### config.mk
export PLATFORM = sky130hd
export DESIGN_NAME = utf8_overlong_canonicalizer_top
export DESIGN_NICKNAME = d
export VERILOG_FILES = /design/src/rtl/core/uoc_pkg.sv /design/src/rtl/core/uoc_front.sv /design/src/rtl/core/uoc_opq.sv /design/src/rtl/core/uoc_back.sv /design/src/rtl/core/utf8_overlong_canonicalizer_top.sv
export SDC_FILE = /design/constraint.sdc
export NUM_CORES = 1
export LEC_CHECK = 0
export BUFFER_PORTS_ARGS = -buffer_cell sky130_fd_sc_hd__buf_2
export CORE_ASPECT_RATIO = 1.4
export CORE_MARGIN = 1.5
export CORE_UTILIZATION = 35
export DETAILED_ROUTE_END_ITERATION = 8
export PLACE_DENSITY_LB_ADDON = 0.3
export SLEW_MARGIN = 40
export SYNTH_ARGS = -nofsm -noshare
export SYNTH_HDL_FRONTEND = slang
export SYNTH_SLANG_ARGS = --single-unit
### constraint.sdc
create_clock -name clk -period 5.3 [get_ports clk]
set_input_delay 1.06 -clock clk [delete_from_list [all_inputs] [get_ports clk]]
set_output_delay 1.06 -clock clk [all_outputs]
set_load 0.01 [all_outputs]
### src/rtl/core/uoc_pkg.sv
// Package for the UTF-8 overlong canonicaliser: payload types, the op record
// between front and back, lead decoding and byte encoding functions.
// No dependencies.
`default_nettype none

package uoc_pkg;

  localparam int unsigned UOC_OPQ_DEPTH = 2;
  localparam int unsigned UOC_CP_W      = 31;
  localparam int unsigned UOC_HELD_N    = 4;

  localparam logic [7:0] UOC_LEAD_MIN  = 8'hC0;
  localparam logic [7:0] UOC_LEAD3_MIN = 8'hE0;
  localparam logic [7:0] UOC_LEAD4_MIN = 8'hF0;
  localparam logic [7:0] UOC_LEAD5_MIN = 8'hF8;
  localparam logic [7:0] UOC_LEAD6_MIN = 8'hFC;
  localparam logic [1:0] UOC_CONT_TAG  = 2'b10;

  typedef struct packed {
    logic [7:0] in_byte;
    logic       in_final;
  } in_t;

  typedef struct packed {
    logic [7:0] out_byte;
    logic       run_last;
    logic       message_end;
  } out_t;

  typedef struct packed {
    logic [UOC_CP_W-1:0] cp;
    logic                last;
    logic                fin;
  } op_t;

  typedef enum logic {
    FS_IDLE,
    FS_FLUSH
  } front_state_t;

  typedef struct packed {
    logic [2:0]          need;
    logic [UOC_CP_W-1:0] acc;
  } lead_info_t;

  function automatic lead_info_t lead_decode(input logic [7:0] b);
    lead_info_t li;
    li = '0;
    if (b < UOC_LEAD3_MIN) begin
      li.need = 3'd1;
      li.acc  = {26'b0, b[4:0]};
    end else if (b < UOC_LEAD4_MIN) begin
      li.need = 3'd2;
      li.acc  = {27'b0, b[3:0]};
    end else if (b < UOC_LEAD5_MIN) begin
      li.need = 3'd3;
      li.acc  = {28'b0, b[2:0]};
    end else if (b < UOC_LEAD6_MIN) begin
      li.need = 3'd4;
      li.acc  = {29'b0, b[1:0]};
    end else begin
      li.need = 3'd5;
      li.acc  = {30'b0, b[0]};
    end
    return li;
  endfunction

  // index of the top six-bit group: encoded length minus one
  function automatic logic [2:0] cp_top(input logic [UOC_CP_W-1:0] cp);
    logic [2:0] j;
    if (cp < 31'h80) begin
      j = 3'd0;
    end else if (cp < 31'h800) begin
      j = 3'd1;
    end else if (cp < 31'h10000) begin
      j = 3'd2;
    end else if (cp < 31'h200000) begin
      j = 3'd3;
    end else if (cp < 31'h4000000) begin
      j = 3'd4;
    end else begin
      j = 3'd5;
    end
    return j;
  endfunction

  function automatic logic [7:0] lead_byte(input logic [UOC_CP_W-1:0] cp,
                                           input logic [2:0] j);
    logic [7:0] r;
    case (j)
      3'd0:    r = cp[7:0];
      3'd1:    r = 8'hC0 | {3'b0, cp[10:6]};
      3'd2:    r = 8'hE0 | {4'b0, cp[15:12]};
      3'd3:    r = 8'hF0 | {5'b0, cp[20:18]};
      3'd4:    r = 8'hF8 | {6'b0, cp[25:24]};
      3'd5:    r = 8'hFC | {7'b0, cp[30]};
      default: r = '0;
    endcase
    return r;
  endfunction

  function automatic logic [7:0] cont_byte(input logic [UOC_CP_W-1:0] cp,
                                           input logic [2:0] j);
    logic [7:0] r;
    case (j)
      3'd0:    r = {UOC_CONT_TAG, cp[5:0]};
      3'd1:    r = {UOC_CONT_TAG, cp[11:6]};
      3'd2:    r = {UOC_CONT_TAG, cp[17:12]};
      3'd3:    r = {UOC_CONT_TAG, cp[23:18]};
      3'd4:    r = {UOC_CONT_TAG, cp[29:24]};
      default: r = '0;
    endcase
    return r;
  endfunction

endpackage

`default_nettype wire

### src/rtl/core/uoc_front.sv
// Front of the canonicaliser: accepts raw bytes, tracks the pending sequence
// and pushes one code point op per cycle to the op queue while not full. Uses uoc_pkg.
`default_nettype none

module uoc_front import uoc_pkg::*; (
  input  wire logic clk,
  input  wire logic rst_n,
  input  wire logic push,
  input  wire in_t  in_data,
  output logic      full,
  input  wire logic q_full,
  output logic      q_push,
  output op_t       q_op
);

  front_state_t        st_r, st_nxt;
  logic [7:0]          lead_r, lead_nxt;
  logic [2:0]          need_r, need_nxt;
  logic [2:0]          seen_r, seen_nxt;
  logic [UOC_CP_W-1:0] acc_r, acc_nxt;
  logic [7:0]          held_r [UOC_HELD_N];
  logic [2:0]          fl_idx_r, fl_idx_nxt;
  logic [2:0]          fl_cnt_r, fl_cnt_nxt;
  logic [7:0]          tail_r, tail_nxt;
  logic                tail_en_r, tail_en_nxt;
  logic                fin_r, fin_nxt;

  logic                accept, pend, is_cont, cont_done, fresh_emit, go_flush;
  logic                fl_more, fl_last, held_we;
  logic [7:0]          b;
  logic                f;
  logic [UOC_CP_W-1:0] acc_new;
  lead_info_t          li;

  assign b          = in_data.in_byte;
  assign f          = in_data.in_final;
  assign full       = (st_r != FS_IDLE) || q_full;
  assign accept     = push && !full;
  assign pend       = (need_r != 3'd0);
  assign is_cont    = (b[7:6] == UOC_CONT_TAG);
  assign cont_done  = ({1'b0, seen_r} + 4'd1) >= {1'b0, need_r};
  assign fresh_emit = (b < UOC_LEAD_MIN) || f;
  assign go_flush   = pend && (is_cont ? (!cont_done && f)
                                       : ((seen_r != 3'd0) || fresh_emit));
  assign acc_new    = {acc_r[UOC_CP_W-7:0], b[5:0]};
  assign li         = lead_decode(b);
  assign held_we    = accept && pend && is_cont && !cont_done;
  assign fl_more    = (fl_idx_r < fl_cnt_r);
  assign fl_last    = fl_more ? ((3'(fl_idx_r + 3'd1) == fl_cnt_r) && !tail_en_r) : 1'b1;

  always_comb begin
    st_nxt = st_r;
    case (st_r)
      FS_IDLE: begin
        if (accept && go_flush) st_nxt = FS_FLUSH;
      end
      FS_FLUSH: begin
        if (!q_full && fl_last) st_nxt = FS_IDLE;
      end
      default: st_nxt = FS_IDLE;
    endcase
  end

  always_comb begin
    lead_nxt    = lead_r;
    need_nxt    = need_r;
    seen_nxt    = seen_r;
    acc_nxt     = acc_r;
    fl_idx_nxt  = fl_idx_r;
    fl_cnt_nxt  = fl_cnt_r;
    tail_nxt    = tail_r;
    tail_en_nxt = tail_en_r;
    fin_nxt     = fin_r;
    q_push      = 1'b0;
    q_op        = '0;
    case (st_r)
      FS_IDLE: begin
        if (accept) begin
          q_op.fin = f;
          if (!pend) begin
            if (fresh_emit) begin
              q_push     = 1'b1;
              q_op.cp    = {23'b0, b};
              q_op.last  = 1'b1;
            end else begin
              lead_nxt = b;
              need_nxt = li.need;
              seen_nxt = 3'd0;
              acc_nxt  = li.acc;
            end
          end else if (is_cont) begin
            if (cont_done) begin
              q_push    = 1'b1;
              q_op.cp   = acc_new;
              q_op.last = 1'b1;
              need_nxt  = 3'd0;
              seen_nxt  = 3'd0;
            end else begin
              acc_nxt  = acc_new;
              seen_nxt = 3'(seen_r + 3'd1);
              if (f) begin
                q_push      = 1'b1;
                q_op.cp     = {23'b0, lead_r};
                q_op.last   = 1'b0;
                need_nxt    = 3'd0;
                seen_nxt    = 3'd0;
                fl_idx_nxt  = 3'd0;
                fl_cnt_nxt  = 3'(seen_r + 3'd1);
                tail_en_nxt = 1'b0;
                fin_nxt     = 1'b1;
              end
            end
          end else begin
            // broken sequence: flush lead now, held bytes and an emitted breaker follow
            q_push      = 1'b1;
            q_op.cp     = {23'b0, lead_r};
            q_op.last   = (seen_r == 3'd0) && !fresh_emit;
            fl_idx_nxt  = 3'd0;
            fl_cnt_nxt  = seen_r;
            tail_nxt    = b;
            tail_en_nxt = fresh_emit;
            fin_nxt     = f;
            if (fresh_emit) begin
              need_nxt = 3'd0;
              seen_nxt = 3'd0;
            end else begin
              lead_nxt = b;
              need_nxt = li.need;
              seen_nxt = 3'd0;
              acc_nxt  = li.acc;
            end
          end
        end
      end
      FS_FLUSH: begin
        if (!q_full) begin
          q_push    = 1'b1;
          q_op.cp   = fl_more ? {23'b0, held_r[fl_idx_r[1:0]]} : {23'b0, tail_r};
          q_op.last = fl_last;
          q_op.fin  = fin_r;
          if (fl_more) fl_idx_nxt = 3'(fl_idx_r + 3'd1);
        end
      end
      default: begin
        q_push = 1'b0;
      end
    endcase
  end

  always_ff @(posedge clk) begin
    if (!rst_n) begin
      st_r   <= FS_IDLE;
      need_r <= 3'd0;
      seen_r <= 3'd0;
    end else begin
      st_r   <= st_nxt;
      need_r <= need_nxt;
      seen_r <= seen_nxt;
    end
  end

  always_ff @(posedge clk) begin
    lead_r    <= lead_nxt;
    acc_r     <= acc_nxt;
    fl_idx_r  <= fl_idx_nxt;
    fl_cnt_r  <= fl_cnt_nxt;
    tail_r    <= tail_nxt;
    tail_en_r <= tail_en_nxt;
    fin_r     <= fin_nxt;
    if (held_we) held_r[seen_r[1:0]] <= b;
  end

endmodule

`default_nettype wire

### src/rtl/core/uoc_opq.sv
// Op queue between front and back of the canonicaliser.
// Holds op_t records from uoc_pkg; depth set by parameter.
`default_nettype none

module uoc_opq import uoc_pkg::*; #(
  parameter int unsigned DEPTH = UOC_OPQ_DEPTH
) (
  input  wire logic clk,
  input  wire logic rst_n,
  input  wire logic wr_en,
  input  wire op_t  wr_op,
  output logic      full,
  input  wire logic rd_en,
  output op_t       rd_op,
  output logic      empty
);

  localparam int unsigned AW = (DEPTH > 1) ? $clog2(DEPTH) : 1;
  localparam int unsigned CW = $clog2(DEPTH + 1);

  op_t           mem [DEPTH];
  logic [AW-1:0] wp_r, wp_nxt, rp_r, rp_nxt;
  logic [CW-1:0] cnt_r, cnt_nxt;
  logic          do_wr, do_rd;

  assign full  = (cnt_r == CW'(DEPTH));
  assign empty = (cnt_r == '0);
  assign do_wr = wr_en && !full;
  assign do_rd = rd_en && !empty;
  assign rd_op = mem[rp_r];

  always_comb begin
    wp_nxt  = wp_r;
    rp_nxt  = rp_r;
    cnt_nxt = cnt_r;
    if (do_wr) wp_nxt = (wp_r == AW'(DEPTH - 1)) ? '0 : AW'(wp_r + 1'b1);
    if (do_rd) rp_nxt = (rp_r == AW'(DEPTH - 1)) ? '0 : AW'(rp_r + 1'b1);
    if (do_wr && !do_rd) cnt_nxt = CW'(cnt_r + 1'b1);
    else if (do_rd && !do_wr) cnt_nxt = CW'(cnt_r - 1'b1);
  end

  always_ff @(posedge clk) begin
    if (!rst_n) begin
      wp_r  <= '0;
      rp_r  <= '0;
      cnt_r <= '0;
    end else begin
      wp_r  <= wp_nxt;
      rp_r  <= rp_nxt;
      cnt_r <= cnt_nxt;
    end
  end

  always_ff @(posedge clk) begin
    if (do_wr) mem[wp_r] <= wr_op;
  end

endmodule

`default_nettype wire

### src/rtl/core/uoc_back.sv
// Back of the canonicaliser: takes code point ops from the queue and emits
// their shortest encoding through an output register, one byte per cycle
// while that register is free or popped. Uses uoc_pkg.
`default_nettype none

module uoc_back import uoc_pkg::*; (
  input  wire logic clk,
  input  wire logic rst_n,
  input  wire logic q_empty,
  input  wire op_t  q_op,
  output logic      q_pop,
  input  wire logic pop,
  output logic      empty,
  output out_t      out_data
);

  logic                cur_vld_r, cur_vld_nxt;
  logic [UOC_CP_W-1:0] cp_r, cp_nxt;
  logic [2:0]          j_r, j_nxt;
  logic                lead_r, lead_nxt;
  logic                last_r, last_nxt;
  logic                fin_r, fin_nxt;
  out_t                out_r, out_nxt;
  logic                out_vld_r, out_vld_nxt;

  logic                out_free, step, op_done;
  logic [7:0]          byte_c;

  assign empty    = !out_vld_r;
  assign out_data = out_r;
  assign out_free = !out_vld_r || pop;
  assign step     = cur_vld_r && out_free;
  assign op_done  = step && (j_r == 3'd0);
  assign q_pop    = !q_empty && (!cur_vld_r || op_done);
  assign byte_c   = lead_r ? lead_byte(cp_r, j_r) : cont_byte(cp_r, j_r);

  always_comb begin
    out_nxt     = out_r;
    out_vld_nxt = out_vld_r;
    cur_vld_nxt = cur_vld_r;
    cp_nxt      = cp_r;
    j_nxt       = j_r;
    lead_nxt    = lead_r;
    last_nxt    = last_r;
    fin_nxt     = fin_r;
    if (step) begin
      out_vld_nxt          = 1'b1;
      out_nxt.out_byte     = byte_c;
      out_nxt.run_last     = last_r && (j_r == 3'd0);
      out_nxt.message_end  = fin_r && last_r && (j_r == 3'd0);
      lead_nxt             = 1'b0;
      j_nxt                = 3'(j_r - 3'd1);
      if (op_done) cur_vld_nxt = 1'b0;
    end else if (pop) begin
      out_vld_nxt = 1'b0;
    end
    if (q_pop) begin
      cur_vld_nxt = 1'b1;
      cp_nxt      = q_op.cp;
      j_nxt       = cp_top(q_op.cp);
      lead_nxt    = 1'b1;
      last_nxt    = q_op.last;
      fin_nxt     = q_op.fin;
    end
  end

  always_ff @(posedge clk) begin
    if (!rst_n) begin
      cur_vld_r <= 1'b0;
      out_vld_r <= 1'b0;
    end else begin
      cur_vld_r <= cur_vld_nxt;
      out_vld_r <= out_vld_nxt;
    end
  end

  always_ff @(posedge clk) begin
    cp_r   <= cp_nxt;
    j_r    <= j_nxt;
    lead_r <= lead_nxt;
    last_r <= last_nxt;
    fin_r  <= fin_nxt;
    out_r  <= out_nxt;
  end

endmodule

`default_nettype wire

### src/rtl/core/utf8_overlong_canonicalizer_top.sv
// Top level of the UTF-8 overlong canonicaliser: front, op queue and back.
// Depends on uoc_pkg, uoc_front, uoc_opq and uoc_back.
//
//   channel | ports                    | accepted when
//   input   | push, full, in_data      | push && !full
//   result  | empty, pop, out_data     | pop && !empty
//
// A byte is taken when no flush is due and the op queue has room.
// A broken sequence keeps the front busy while it flushes held continuations,
// then a breaking byte that is emitted rather than held as a new lead;
// a sequence cut by the final byte is flushed likewise, each held continuation
// and that byte included. The back emits one output byte per cycle while its
// output register is free or being popped. Reset is synchronous and empties
// the queue, the output register and any pending sequence.
`default_nettype none

module utf8_overlong_canonicalizer_top import uoc_pkg::*; #(
  parameter int unsigned OPQ_DEPTH = UOC_OPQ_DEPTH
) (
  input  wire logic clk,
  input  wire logic rst_n,
  input  wire logic push,
  output logic      full,
  input  wire in_t  in_data,
  output logic      empty,
  input  wire logic pop,
  output out_t      out_data
);

  logic q_full, q_empty, q_push, q_pop;
  op_t  q_wr_op, q_rd_op;

  uoc_front u_front (
    .clk     (clk),
    .rst_n   (rst_n),
    .push    (push),
    .in_data (in_data),
    .full    (full),
    .q_full  (q_full),
    .q_push  (q_push),
    .q_op    (q_wr_op)
  );

  uoc_opq #(
    .DEPTH (OPQ_DEPTH)
  ) u_opq (
    .clk   (clk),
    .rst_n (rst_n),
    .wr_en (q_push),
    .wr_op (q_wr_op),
    .full  (q_full),
    .rd_en (q_pop),
    .rd_op (q_rd_op),
    .empty (q_empty)
  );

  uoc_back u_back (
    .clk      (clk),
    .rst_n    (rst_n),
    .q_empty  (q_empty),
    .q_op     (q_rd_op),
    .q_pop    (q_pop),
    .pop      (pop),
    .empty    (empty),
    .out_data (out_data)
  );

endmodule

`default_nettype wire

Word level (Yosys, flattened, before mapping)
Memories as Yosys holds them, arrays and structs flattened. A register that Yosys moved wholly into a read port is not among the register bits.
Cells that the tools add are included.
{"block": "classes", "addsub": 8, "magnitude_cmp": 12, "n_eq_ne": 20, "muxes": 86, "bitwise": 2, "n_reduce_logical": 52}
{"cell": "32-bit 2-to-1 mux", "n": 4}
{"cell": "31-bit 2-to-1 mux", "n": 4}
{"cell": "34-bit 2-to-1 mux", "n": 3}
{"cell": "3-bit 2-to-1 mux", "n": 26}
{"cell": "33-bit 2-to-1 mux", "n": 2}
{"cell": "33-bit one-hot mux with 2 select lines", "n": 1}
{"cell": "8-bit one-hot mux with 6 select lines", "n": 1}
{"cell": "8-bit less-than comparator (second input constant)", "n": 5}
{"cell": "8-bit 2-to-1 mux", "n": 5}
{"cell": "8-bit one-hot mux with 5 select lines", "n": 1}
{"cell": "31-bit by 12-bit less-than comparator with 1-bit output (second input constant)", "n": 1}
{"cell": "31-bit by 17-bit less-than comparator with 1-bit output (second input constant)", "n": 1}
{"cell": "31-bit by 22-bit less-than comparator with 1-bit output (second input constant)", "n": 1}
{"cell": "31-bit by 27-bit less-than comparator with 1-bit output (second input constant)", "n": 1}
{"cell": "31-bit by 8-bit less-than comparator with 1-bit output (second input constant)", "n": 1}
{"cell": "1-bit 2-to-1 mux", "n": 31}
{"cell": "1-bit logical AND", "n": 20}
{"cell": "9-bit 2-to-1 mux", "n": 2}
{"cell": "1-bit zero test", "n": 10}
{"cell": "2-bit inequality test (second input constant)", "n": 5}
{"cell": "3-bit inequality test (second input constant)", "n": 3}
{"cell": "3-bit AND reduction", "n": 3}
{"cell": "4-bit AND reduction", "n": 2}
{"cell": "2-bit nonzero test", "n": 4}
{"cell": "other kinds (26)", "n": 43}
{"block": "totals", "regBits": 115, "ramBits": 98, "output_inout_bits": 12, "elab_cells": 205, "memories": 2}
{"name": "u_opq.mem", "depth": 2, "width": 33, "read_ports": 1, "rd_clocked_by_memory_dff": 1, "write_ports": 1, "line": "uoc_opq.sv:21", "text": "op_t mem [DEPTH];"}
{"name": "u_front.held_r", "depth": 4, "width": 8, "read_ports": 1, "rd_clocked_by_memory_dff": 1, "write_ports": 1, "line": "uoc_front.sv:21", "text": "logic [7:0] held_r [UOC_HELD_N];"}

Logic depth before layout (Yosys ltp)
Gate-level depths: netlist of run 1.
{"block": "logic_depth", "depth_word": 12, "mapped_depth": 12, "mapped_depth_nobuf": 12}

Cells and area by module
From an unflattened synthesis of run 1, not the netlist that was laid out.
{"block": "hier_totals", "hier_cells": 646, "area_unflattened_um2": 9118.7}
{"module": "uoc_front", "n_inst": 1, "cells_each": 369, "area_per_inst_um2": 4445.5, "seq_area_each_um2": 2612.5}
{"module": "uoc_opq", "n_inst": 1, "cells_each": 128, "area_per_inst_um2": 2607.5, "seq_area_each_um2": 2082.0}
{"module": "uoc_back", "n_inst": 1, "cells_each": 149, "area_per_inst_um2": 2065.7, "seq_area_each_um2": 1441.4}

Worst setup path before layout of run 1
Ideal clock, no wire load.
{"block": "synth_path", "path_type": "reg2reg", "from": "register u_front.seen_r[0]", "to": "memory u_opq.mem[1][0] (netlist name) (enable)", "t_arrival_ns": 3.371, "t_required_ns": 4.873, "slack_ns": 1.502, "stages_incl_launch_ff": 9, "n_path_buf": 0, "path_cell_list": "dfxtp_1 > inv_1 > ha_1 > ha_1 > o21ai_0 > o21ai_1 > nor3_2 > o21a_1 > nor2b_1"}
{"block": "synth_via", "elab_chain_len": 10}
{"item": "start, declared", "line": "uoc_front.sv:19", "text": "logic [2:0] seen_r, seen_nxt;"}
{"item": "start signal, assigned", "line": "uoc_front.sv:158", "text": "seen_r <= seen_nxt;"}
{"item": "3-bit by 1-bit adder with 4-bit output", "line": "uoc_front.sv:41", "text": "assign cont_done = ({1'b0, seen_r} + 4'd1) >= {1'b0, need_r};"}
{"item": "4-bit by 3-bit greater-or-equal comparator with 1-bit output", "line": "uoc_front.sv:41"}
{"item": "1-bit 2-to-1 mux", "line": "uoc_front.sv:92", "text": "if (cont_done) begin"}
{"item": "1-bit 2-to-1 mux", "line": "uoc_front.sv:91", "text": "end else if (is_cont) begin"}
{"item": "1-bit 2-to-1 mux", "line": "uoc_front.sv:80", "text": "if (!pend) begin"}
{"item": "1-bit 2-to-1 mux", "line": "uoc_front.sv:78", "text": "if (accept) begin"}
{"item": "1-bit one-hot mux with 2 select lines", "line": "uoc_front.sv:76", "text": "case (st_r)"}
{"item": "1-bit logical AND", "line": "uoc_opq.sv:28", "text": "assign do_wr = wr_en && !full;"}
{"item": "1-bit 2-to-1 mux", "line": "uoc_opq.sv:55", "text": "if (do_wr) mem[wp_r] <= wr_op;"}
{"item": "1-bit 2-to-1 mux (implied by the code)", "line": "uoc_opq.sv:55"}
{"item": "end, declared", "line": "uoc_opq.sv:21"}
Every way passes these cells.

Worst setup path after layout of run 1
{"block": "layout_path", "from": "input port in_data[8] (netlist name)", "to": "register u_opq.cnt_r[1]"}
{"block": "layout_via", "elab_chain_len": 10, "elab_cells_between_ends": 14}
{"item": "start, declared", "line": "utf8_overlong_canonicalizer_top.sv:24", "text": "input wire in_t in_data,"}
{"item": "8-bit less-than comparator", "line": "uoc_front.sv:42", "text": "assign fresh_emit = (b < UOC_LEAD_MIN) || f;"}
{"item": "1-bit logical OR", "line": "uoc_front.sv:42"}
{"item": "1-bit 2-to-1 mux", "line": "uoc_front.sv:81", "text": "if (fresh_emit) begin"}
{"item": "1-bit 2-to-1 mux *", "line": "uoc_front.sv:80"}
{"item": "1-bit 2-to-1 mux *", "line": "uoc_front.sv:78"}
{"item": "1-bit one-hot mux with 2 select lines *", "line": "uoc_front.sv:76"}
{"item": "1-bit logical AND *", "line": "uoc_opq.sv:28"}
{"item": "net u_opq.do_wr", "line": "uoc_opq.sv:24", "text": "logic do_wr, do_rd;"}
{"item": "1-bit zero test", "line": "uoc_opq.sv:39", "text": "else if (do_rd && !do_wr) cnt_nxt = CW'(cnt_r - 1'b1);"}
{"item": "1-bit logical AND", "line": "uoc_opq.sv:39"}
{"item": "2-bit nonzero test (no line)"}
{"item": "end signal, assigned", "line": "uoc_opq.sv:50", "text": "cnt_r <= cnt_nxt;"}
{"item": "end, declared", "line": "uoc_opq.sv:23", "text": "logic [CW-1:0] cnt_r, cnt_nxt;"}
The timed path passes the listed nets; every way through them passes the cells marked *.
A chain may end at the register's enable or synchronous reset.

==> qor.csv, run 1 <==
metric;value;unit
status;completed;
Critical Path AT;4.01;ns
Pre-antenna DRT Iters;5;
Nets;702;
GRT overflow;0;
Clk Latency, worst-skew pair;0.49;ns
Max VDD drop;0.300;mV
mapped cell area;9040;um2
crit-path max cell delay;0.58;ns
Die ar.;26800;um2
async set-or-reset flop fraction in the synthesized netlist;0;%
Starting Density;35.6;%
Final WS setup;1.71;ns
CTS root buffer;clkbuf_16;
minimum clock period after layout;3.59;ns
Slew @ Worst Pin;0.848;ns
slew margin rel.;43.5;%
Peak Freq;0.279;GHz
Seq cells post-synth;210;
initial antenna violation count;0;
number of CTS-inserted buffers;22;
CP max FO;25;
Via-to-Cell Ratio;5.09;
number of flops mapped to enable cells by yosys;193;
WL/cell;17.5;um
sequential fraction of the synthesis area;67.9;%
PostCTS Resize Cnt;0;
worst slack at placement;1.25;ns
vias in the first global route;5275;
routed via count;5112;
Synth Area per Inst;14.0;um2
CTS tree;built;
crit path launch;in_data[8];
cell count after synthesis;646;
Reg clk slew, reported paths;0.06;ns
final setup vio count;0;
setup_tns;0;ns
cell family with the largest share of critical-path delay;simple AND/OR/NAND/NOR gates;
WP data required;5.72;ns
num rows;69;
WP buf/inv;2;
Die W;139;um
Filler cells;2369;
Final period util;67.7;%
core footprint;25400;um2
first-pass GRT wire length;27900;um
num ports;25;
Worst Clk Skew;0.00812;ns
syn nets;676;
Tightest Hold Check Type;flip-flop to flip-flop;
RePlAce Congestion;0.880;
GRT Total Usage;13.0;%
CP cell instances;buf_2 -> nor2b_1 -> nand2_2 -> nor3_2 -> o21a_1 -> inv_1 -> ha_1 -> or3_1 -> a21boi_0;
clock net sink count;210;
CP max stage cell;nor2b_1;
Post-DRT Antenna Nets;0;
RSZ-0062 raised after global routing;no;
Startpoint Class;primary input;
Hold Vio Cnt, Final;0;
Power Total;4930;uW
P per Cell Area;481;nW/um2
post-synth cell types;62;
crit path kind;primary input to flip-flop;
buffers added on ports;24;
deepest clock path buffer count;3;
DRT iter0 DRCs;248;
Primary FF master, synth;edfxtp_1;
hold-fix buffers at CTS;0;
H-tree Lvls;1;
largest net degree at the start of global routing;42;
DRC viols;0;
yosys warns;0;
min-delay src;u_back.cur_vld_r;
die height;193;um
layout cells sized above 1;17.6;%
P_leak;0.00363;uW
Final Max Tran Viols;0;
drt total wl;17500;um
ANT cells;0;
Area Growth Syn to Fin;13.2;%
endpoint type of the worst setup path;flip-flop;
Max-cap violations;0;
post-CTS setup buffer count;0;
reg2reg start;u_front.seen_r[0];
Final HPWL DP;12500;um
## metal layers
layer  global-route usage [%]  up-vias  part of all wire, %
li1                         -     2466                    -
met1                     15.0     2527                   41
met2                     24.8       95                   53
met3                     2.03       24                  3.1
met4                     4.41        0                  2.4
met5                        0        -                    0
## power by group
group          internal (uW)  switching (uW)  leakage [uW]
registers               2260             190       0.00196
clock network            983             589      0.000356
logic                    367             538       0.00131
total                   3610            1320       0.00363
## tightest hold or removal path, cell delays in order, from the launching register on
cell and delay, ns:
dfxtp_1 0.31, inv_1 0.06, a21boi_0 0.07
## stage by stage
| stage | instance area [um2] | utilization, % | cells | hold slack, ns |
|---|---|---|---|---|
| 6_report | 10200 | 40.3 | 1005 | 0.488 |
| 2_1_floorplan | 9040 | - | 646 | 0.455 |
| 5_1_grt | 10200 | 40.3 | 1005 | 0.519 |
| 4_1_cts | 10200 | 40.3 | 1005 | 0.493 |
| 3_3_place_gp | 9490 | 37.4 | 967 | 0.473 |
| 3_5_place_dp | 9490 | 37.4 | 967 | 0.483 |
## flip-flops by register name, indices dropped and copies added (netlist names), 8 cells and up, named ones only
| signal | flops |
|---|---|
| u_back.cp_r | 31 |
| u_back.out_data | 10 |
| u_front.acc_r | 25 |
| u_front.held_r | 32 |
| u_front.lead_r | 8 |
| u_front.tail_r | 8 |
| u_opq.mem | 66 |
## cell usage after synthesis, types with 2 or more instances
master / instances / area share, %
a22o_1: 2 / 0.19
or4_1: 4 / 0.33
a21boi_0: 6 / 0.50
o21ai_1: 2 / 0.11
nor3_1: 8 / 0.44
nor2b_1: 4 / 0.28
o21ai_0: 22 / 1.2
dfxtp_1: 17 / 3.8
nand2_1: 80 / 3.3
nor4_1: 7 / 0.48
edfxtp_1: 193 / 64
o21a_1: 3 / 0.25
inv_1: 18 / 0.75
buf_6: 3 / 0.37
a221o_1: 9 / 1.0
mux4_2: 8 / 2.0
nand3b_1: 2 / 0.17
mux2_2: 38 / 4.7
buf_1: 2 / 0.083
a22oi_1: 5 / 0.42
xnor2_1: 6 / 0.58
nor2_1: 27 / 1.1
ha_1: 17 / 2.4
buf_2: 3 / 0.17
a31oi_1: 4 / 0.28
o31ai_1: 2 / 0.17
a222oi_1: 3 / 0.33
clkbuf_1: 21 / 0.87
a21oi_1: 9 / 0.50
nand2b_1: 5 / 0.35
and3_1: 2 / 0.14
xor2_1: 4 / 0.39
or3b_2: 2 / 0.19
nand4_1: 2 / 0.14
o22ai_1: 2 / 0.14
mux2i_1: 7 / 0.78
nand3_1: 37 / 2.0
and2_1: 34 / 2.4
nor3b_1: 2 / 0.17
and3b_1: 2 / 0.19
## layout by cell type (no fill, tap or decap), types with 4 or more instances in the layout
master | netlist | final
a21boi_0 | 6 | 6
a21oi_1 | 9 | 8
a221o_1 | 9 | 9
a22oi_1 | 5 | 5
a31oi_1 | 4 | 4
and2_1 | 34 | 34
buf_2 | 3 | 24
buf_4 | 0 | 7
bufinv_16 | 0 | 4
clkbuf_1 | 21 | 5
clkbuf_16 | 0 | 23
clkinv_1 | 0 | 4
dfxtp_1 | 17 | 17
edfxtp_1 | 193 | 193
ha_1 | 17 | 17
inv_1 | 18 | 18
mux2_2 | 38 | 38
mux2i_1 | 7 | 7
mux4_2 | 8 | 8
nand2_1 | 80 | 80
nand2b_1 | 5 | 5
nand3_1 | 37 | 36
nor2_1 | 27 | 26
nor3_1 | 8 | 8
nor4_1 | 7 | 7
o21ai_0 | 22 | 22
or4_1 | 4 | 4
xnor2_1 | 6 | 6
xor2_1 | 4 | 4
## area by class of cell
type	instances	area (um2)	share of cell area (%)
Sequential cell	210	6140	60.0
Multi-Input combinational cell	389	2720	26.5
Clock buffer	28	594	5.81
Tap cell	319	399	3.90
Timing Repair Buffer	31	173	1.69
Clock inverter	10	148	1.44
Inverter	18	67.6	0.660
## final timing paths
path | slack, ns | cells after the start | endpoint
max | 1.71 | 9 | u_opq.cnt_r[1]
max reg2reg | 1.93 | 11 | u_opq.cnt_r[1]
min | 0.49 | 2 | u_back.out_vld_r
min reg2reg | 0.49 | 2 | u_back.out_vld_r
## cells by family after synthesis
group | after synthesis | synth area share [%]
multiplexers | 53 | 7.50
flip-flops | 210 | 67.9
AND/OR/NAND/NOR | 228 | 12.8
XOR/XNOR | 10 | 0.969
AO/OA/AOI/OAI | 81 | 6.30
buffers and inverters | 47 | 2.24
adder cells (fa/ha/maj) | 17 | 2.35
Power figures use the tool's default switching activity.
==> inputs of run 2 (changes only) <==
Clock period 5.3 ns to 3.7 ns, I/O delays scaled along.
==> qor.csv, run 2 (synthesis gave the netlist of run 1 again) <==
metric;value;unit;change
Hold Path Stages;2;;unchanged
fin util;40.6;%;+0.25 points
WL/cell;17.5;um;+0.30%
Filler cells;2358;;-0.46%
Peak Freq;0.308;GHz;
vias in the first global route;5254;;-0.40%
Sw Share;26.8;%;+0.061 points
Largest register FFs;66;;unchanged
internal power;5210;uW;+44%
number of CTS-inserted buffers;22;;unchanged
placed cell area;9530;um2;+0.44%
commonest non-fill, non-tap cell in the layout;edfxtp_1;;
die height;193;um;unchanged
initial antenna violation count;0;;unchanged
Final period util;87.7;%;
Power Total;7120;uW;+45%
WP data required;4.12;ns;-1.60 ns
Reg clk slew, reported paths;0.06;ns;about the same
endpoint type of the worst setup path;flip-flop;;
cell mode on critical path;ha_1;;
Final Max Tran Viols;0;;unchanged
Die W;139;um;unchanged
dpl cells;973;;+0.62%
GRT Total Usage;13.2;%;+0.15 points
RePlAce Congestion;0.897;;+2.0%
final setup vio count;0;;unchanged
minimum clock period after layout;3.25;ns;
Hold Crit Endpoint;u_back.out_vld_r;;
core footprint;25400;um2;unchanged
routed via count;5147;;+0.68%
status;completed;;
crit path kind;flip-flop to flip-flop;;
post-CTS setup buffer count;0;;unchanged
CTS root buffer;clkbuf_16;;
design area;10300;um2;+0.62%
worst slack at placement;0.493;ns;-0.756 ns
deepest clock path buffer count;3;;unchanged
CP max FO;7;;-72%
Switch Pwr;1910;uW;+45%
Worst R2R Setup Slack;0.45;ns;-1.48 ns
Nets;708;;+0.85%
Worst Clk Skew;0.0234;ns;+0.0152 ns
cell family with the largest share of critical-path delay;adder cells;;
Pre-antenna DRT Iters;4;;-1
Slew @ Worst Pin;0.744;ns;-0.104 ns
Max-cap violations;0;;unchanged
Seq pwr share;49.1;%;-0.6 points
reg2reg start;u_front.seen_r[0];;
Hold Vio Cnt, Final;0;;unchanged
min-delay src;u_back.cur_vld_r;;
num rows;69;;unchanged
Tightest Hold Check Type;flip-flop to flip-flop;;
layout cells sized above 1;18.8;%;+1.1 points
highest metal used;met4;;
wl on met1;7340;um;+1.2%
Clk Latency, worst-skew pair;0.51;ns;+0.02 ns
power share of the combinational group;18.5;%;about the same
slew margin rel.;50.2;%;+6.8 points
routed wl met2;9310;um;-0.21%
Max VDD drop;0.407;mV;+36%
first-pass GRT wire length;28200;um;+1.1%
CTS tree;built;;
PostCTS Resize Cnt;0;;unchanged
Final WS setup;0.454;ns;-1.26 ns
FF-to-FF path depth;11;;unchanged
CP max stage cell;dfxtp_1;;
Critical Path AT;3.66;ns;-0.35 ns
crit-path max cell delay;0.44;ns;-0.14 ns
ANT cells;0;;unchanged
Final HPWL DP;12600;um;+0.49%
DRT iter0 DRCs;331;;+33%
CP cell instances;inv_1 -> ha_1 -> ha_1 -> o21ai_0 -> o21ai_1 -> nor3_2 -> o21a_1 -> inv_1 -> ha_1 -> or3_1 -> a21boi_0;;
clock net sink count;210;;unchanged
Die ar.;26800;um2;unchanged
buffers added on ports;24;;unchanged
Multi-input gate area;2710;um2;-0.18%
DRC viols;0;;unchanged
Area Growth Syn to Fin;13.9;%;
commonest cells after routing, fill and taps aside;edfxtp_1 (193), nand2_1 (80), mux2_2 (38), nand3_1 (37), and2_1 (34);;
H-tree Lvls;1;;unchanged
reg2reg end;u_opq.cnt_r[1];;
drt total wl;17700;um;+1.0%
P_leak;0.00367;uW;+1.1%
RSZ-0062 raised after global routing;no;;
Largest Register;u_opq.mem;;
Starting Density;35.6;%;unchanged
GRT overflow;0;;unchanged
WP buf/inv;2;;unchanged
clock power share;32.5;%;+0.6 points
largest net degree at the start of global routing;35;;-17%
num ports;25;;unchanged
Startpoint Class;flip-flop;;
Non-Filler Instances;1012;;+0.70%
Post-DRT Antenna Nets;0;;unchanged
P per Cell Area;691;nW/um2;+44%
FF/Latch Area;6140;um2;about the same
Via-to-Cell Ratio;5.09;;about the same
hold-fix buffers at CTS;0;;unchanged
met3 WL;534;um;-0.74%
==> run 2: changes by cell type in the layout (fill, tap and decap cells not counted), sizes merged <==
cell | before | now
buf | 31 | 37
clkbuf | 28 | 29
clkinv | 5 | 4
inv | 18 | 19
==> run 2: power groups by stage <==
stage                     logic, uW  registers (uW)  clock network, uW
after floorplan                 992            3430                  0
after global placement         1290            3540                  0
after CTS                      1330            3500               2360
final                          1310            3490               2310
after detailed placement       1310            3550                  0
after global routing           1470            3540               2450
==> run 2: area by class of cell <==
class | instances | share of cell area, %
repair buffers | 37 | 2.11
clock buffers | 29 | 5.91
multi-input cells | 389 | 26.3
flip-flops and latches | 210 | 59.6
clock inverters | 10 | 1.52
well taps | 319 | 3.88
inverters | 18 | 0.656
==> run 2: worst reg2reg max path: stages, from the launching register on <==
cell and delay, ns:
dfxtp_1 0.44, inv_1 0.15, ha_1 0.36, ha_1 0.28
o21ai_0 0.19, o21ai_1 0.12, nor3_2 0.41, o21a_1 0.30
inv_1 0.07, ha_1 0.31, or3_1 0.37, a21boi_0 0.18
==> run 2: how the worst max path moves through the flow <==
stage                      startpoint              end  slack (ns)  cells past startpoint
global placement    u_front.seen_r[0]   u_opq.cnt_r[1]        0.69                     11
global route        u_front.seen_r[0]   u_opq.cnt_r[1]        0.20                     11
finish              u_front.seen_r[0]   u_opq.cnt_r[1]        0.45                     11
detailed placement  u_front.seen_r[0]   u_opq.cnt_r[1]        0.49                     11
CTS                 u_front.seen_r[0]   u_opq.cnt_r[1]        0.48                     11
floorplan           u_front.seen_r[0]  u_opq.mem[0][0]      -0.006                      8
==> run 2: per-stage QoR <==
step | TNS, ns | hold WS [ns]
3_5_place_dp | 0 | 0.486
4_1_cts | 0 | 0.496
3_3_place_gp | 0 | 0.478
2_1_floorplan | -0.205 | 0.455
6_report | 0 | 0.498
5_1_grt | 0 | 0.539
==> run 2: metal layers <==
metal	vias to the layer above	track usage, %
met5	-	0
met4	0	5.09
met3	36	1.95
met2	98	24.8
met1	2526	15.2
li1	2487	-
==> inputs of run 3 (changes only) <==
Settings changed: CORE_UTILIZATION 35 to 60.
==> qor.csv, run 3 (synthesis gave the netlist of run 1 again) <==
metric;value;unit;change
status;completed;;
Switch Pwr;1890;uW;-0.96%
WL/cell;20.2;um;+16%
Final period util;90.0;%;+2.2 points
Largest register FFs;66;;unchanged
clock power share;28.6;%;-3.9 points
Via-to-Cell Ratio;6.09;;+20%
commonest non-fill, non-tap cell in the layout;edfxtp_1;;
Tightest Hold Check Type;flip-flop to flip-flop;;
Final Max Tran Viols;0;;unchanged
routed via count;5344;;+3.8%
layout cells sized above 1;17.6;%;-1.2 points
dpl cells;841;;-14%
first-pass GRT wire length;28600;um;+1.3%
Final WS setup;0.371;ns;-0.0829 ns
worst slack at placement;0.434;ns;-0.0593 ns
CTS tree;built;;
hold-fix buffers at CTS;0;;unchanged
CP cell instances;inv_1 -> ha_1 -> ha_1 -> o21ai_0 -> o21ai_1 -> nor3_2 -> o21a_1 -> inv_1 -> ha_1 -> or3_1 -> a21boi_0;;
Nets;705;;-0.42%
highest metal used;met4;;
Hold Vio Cnt, Final;0;;unchanged
cell family with the largest share of critical-path delay;adder cells;;
cell mode on critical path;ha_1;;
die height;148;um;-23%
core footprint;14600;um2;-43%
WP buf/inv;2;;unchanged
post-CTS setup buffer count;0;;unchanged
Pre-antenna DRT Iters;5;;+1
P per Cell Area;681;nW/um2;-1.5%
Area Growth Syn to Fin;10.6;%;
num rows;52;;-25%
Die ar.;15800;um2;-41%
clock net sink count;210;;unchanged
final setup vio count;0;;unchanged
P_leak;0.00360;uW;-1.9%
routed wl met2;9850;um;+5.7%
wl on met1;6600;um;-10%
drt total wl;17800;um;+0.22%
RePlAce Congestion;1.01;;+13%
H-tree Lvls;1;;unchanged
Worst Clk Skew;0.0102;ns;-0.0131 ns
commonest cells after routing, fill and taps aside;edfxtp_1 (193), nand2_1 (80), mux2_2 (38), nand3_1 (37), and2_1 (34);;
Slew @ Worst Pin;0.828;ns;+0.0842 ns
largest net degree at the start of global routing;35;;unchanged
Largest Register;u_opq.mem;;
Final HPWL DP;12500;um;-1.1%
CTS root buffer;clkbuf_16;;
slew margin rel.;44.6;%;-5.6 points
Max VDD drop;0.474;mV;+16%
DRC viols;0;;unchanged
minimum clock period after layout;3.33;ns;+0.0829 ns
vias in the first global route;5567;;+6.0%
met3 WL;621;um;+16%
CP max FO;7;;unchanged
PostCTS Resize Cnt;0;;unchanged
internal power;4920;uW;-5.6%
CP max stage cell;nor3_2;;
Startpoint Class;flip-flop;;
DRT iter0 DRCs;456;;+38%
Seq pwr share;51.5;%;+2.4 points
Max-cap violations;0;;unchanged
power share of the combinational group;19.9;%;+1.4 points
Reg clk slew, reported paths;0.06;ns;about the same
initial antenna violation count;0;;unchanged
WP data required;4.12;ns;about the same
deepest clock path buffer count;3;;unchanged
Critical Path AT;3.75;ns;+0.09 ns
ANT cells;0;;unchanged
Starting Density;62.0;%;+26 points
Post-DRT Antenna Nets;0;;unchanged
crit path kind;flip-flop to flip-flop;;
buffers added on ports;24;;unchanged
endpoint type of the worst setup path;flip-flop;;
Die W;107;um;-23%
Clk Latency, worst-skew pair;0.49;ns;-0.02 ns
Sw Share;27.7;%;+0.95 points
crit-path max cell delay;0.45;ns;about the same
Peak Freq;0.300;GHz;-2.5%
GRT Total Usage;23.5;%;+10 points
RSZ-0062 raised after global routing;no;;
num ports;25;;unchanged
GRT overflow;0;;unchanged
Non-Filler Instances;878;;-13%
number of CTS-inserted buffers;20;;-9.1%
==> run 3: cell count changes in the layout (fill, tap and decap cells not counted), moves of 2 or more <==
cell	change
bufinv_16	-3
clkbuf_1	+3
clkbuf_16	-2
buf_4	-3
==> run 3: stage by stage <==
step	TNS, ns	hold slack (ns)	instance area (um2)	power (uW)	utilization, %
4_1_cts	0	0.493	9990	6810	68.5
6_report	0	0.493	10000	6810	68.6
3_3_place_gp	0	0.478	9370	4770	64.3
3_5_place_dp	0	0.478	9370	4860	64.3
2_1_floorplan	-0.205	0.455	9040	4430	-
5_1_grt	0	0.537	10000	7090	68.6
==> run 3: path summary, 6_finish.rpt <==
| path | cells past startpoint | startpoint | slack (ns) | to |
|---|---|---|---|---|
| hold / removal | 2 | u_front.need_r[1] | 0.49 | u_front.need_r[1] |
| setup reg to reg | 11 | u_front.seen_r[0] | 0.37 | u_opq.cnt_r[1] |
| setup / recovery | 11 | u_front.seen_r[0] | 0.37 | u_opq.cnt_r[1] |
| hold reg to reg | 2 | u_front.need_r[1] | 0.49 | u_front.need_r[1] |
==> run 3: metal layers <==
| layer | vias to the layer above | global-route usage [%] |
|---|---|---|
| li1 | 2483 | - |
| met1 | 2647 | 26.2 |
| met2 | 165 | 44.4 |
| met3 | 49 | 2.98 |
| met4 | 0 | 10.4 |
| met5 | - | 0 |
==> run 3: cell type report <==
class / instances / area [um2]
Clock buffer: 30 / 569
Clock inverter: 6 / 55.1
Fill cell: 999 / 4570
Inverter: 18 / 67.6
Multi-Input combinational cell: 389 / 2710
Sequential cell: 210 / 6140
Tap cell: 189 / 236
Timing Repair Buffer: 36 / 226
==> run 3: power by group through the flow <==
stage / Sequential [uW] / Combinational [uW] / Clock (uW)
2_1_floorplan: 3430 / 992 / 0
3_3_place_gp: 3550 / 1220 / 0
3_5_place_dp: 3580 / 1280 / 0
4_1_cts: 3530 / 1300 / 1970
5_1_grt: 3550 / 1480 / 2060
6_report: 3500 / 1350 / 1950
==> run 3: tightest hold or removal path, delay by kind of cell, from the launching register on <==
family,cells,cell delay [ns]
flip-flops,1,0.33
AND/OR/NAND/NOR,1,0.06
AO/OA/AOI/OAI,1,0.06
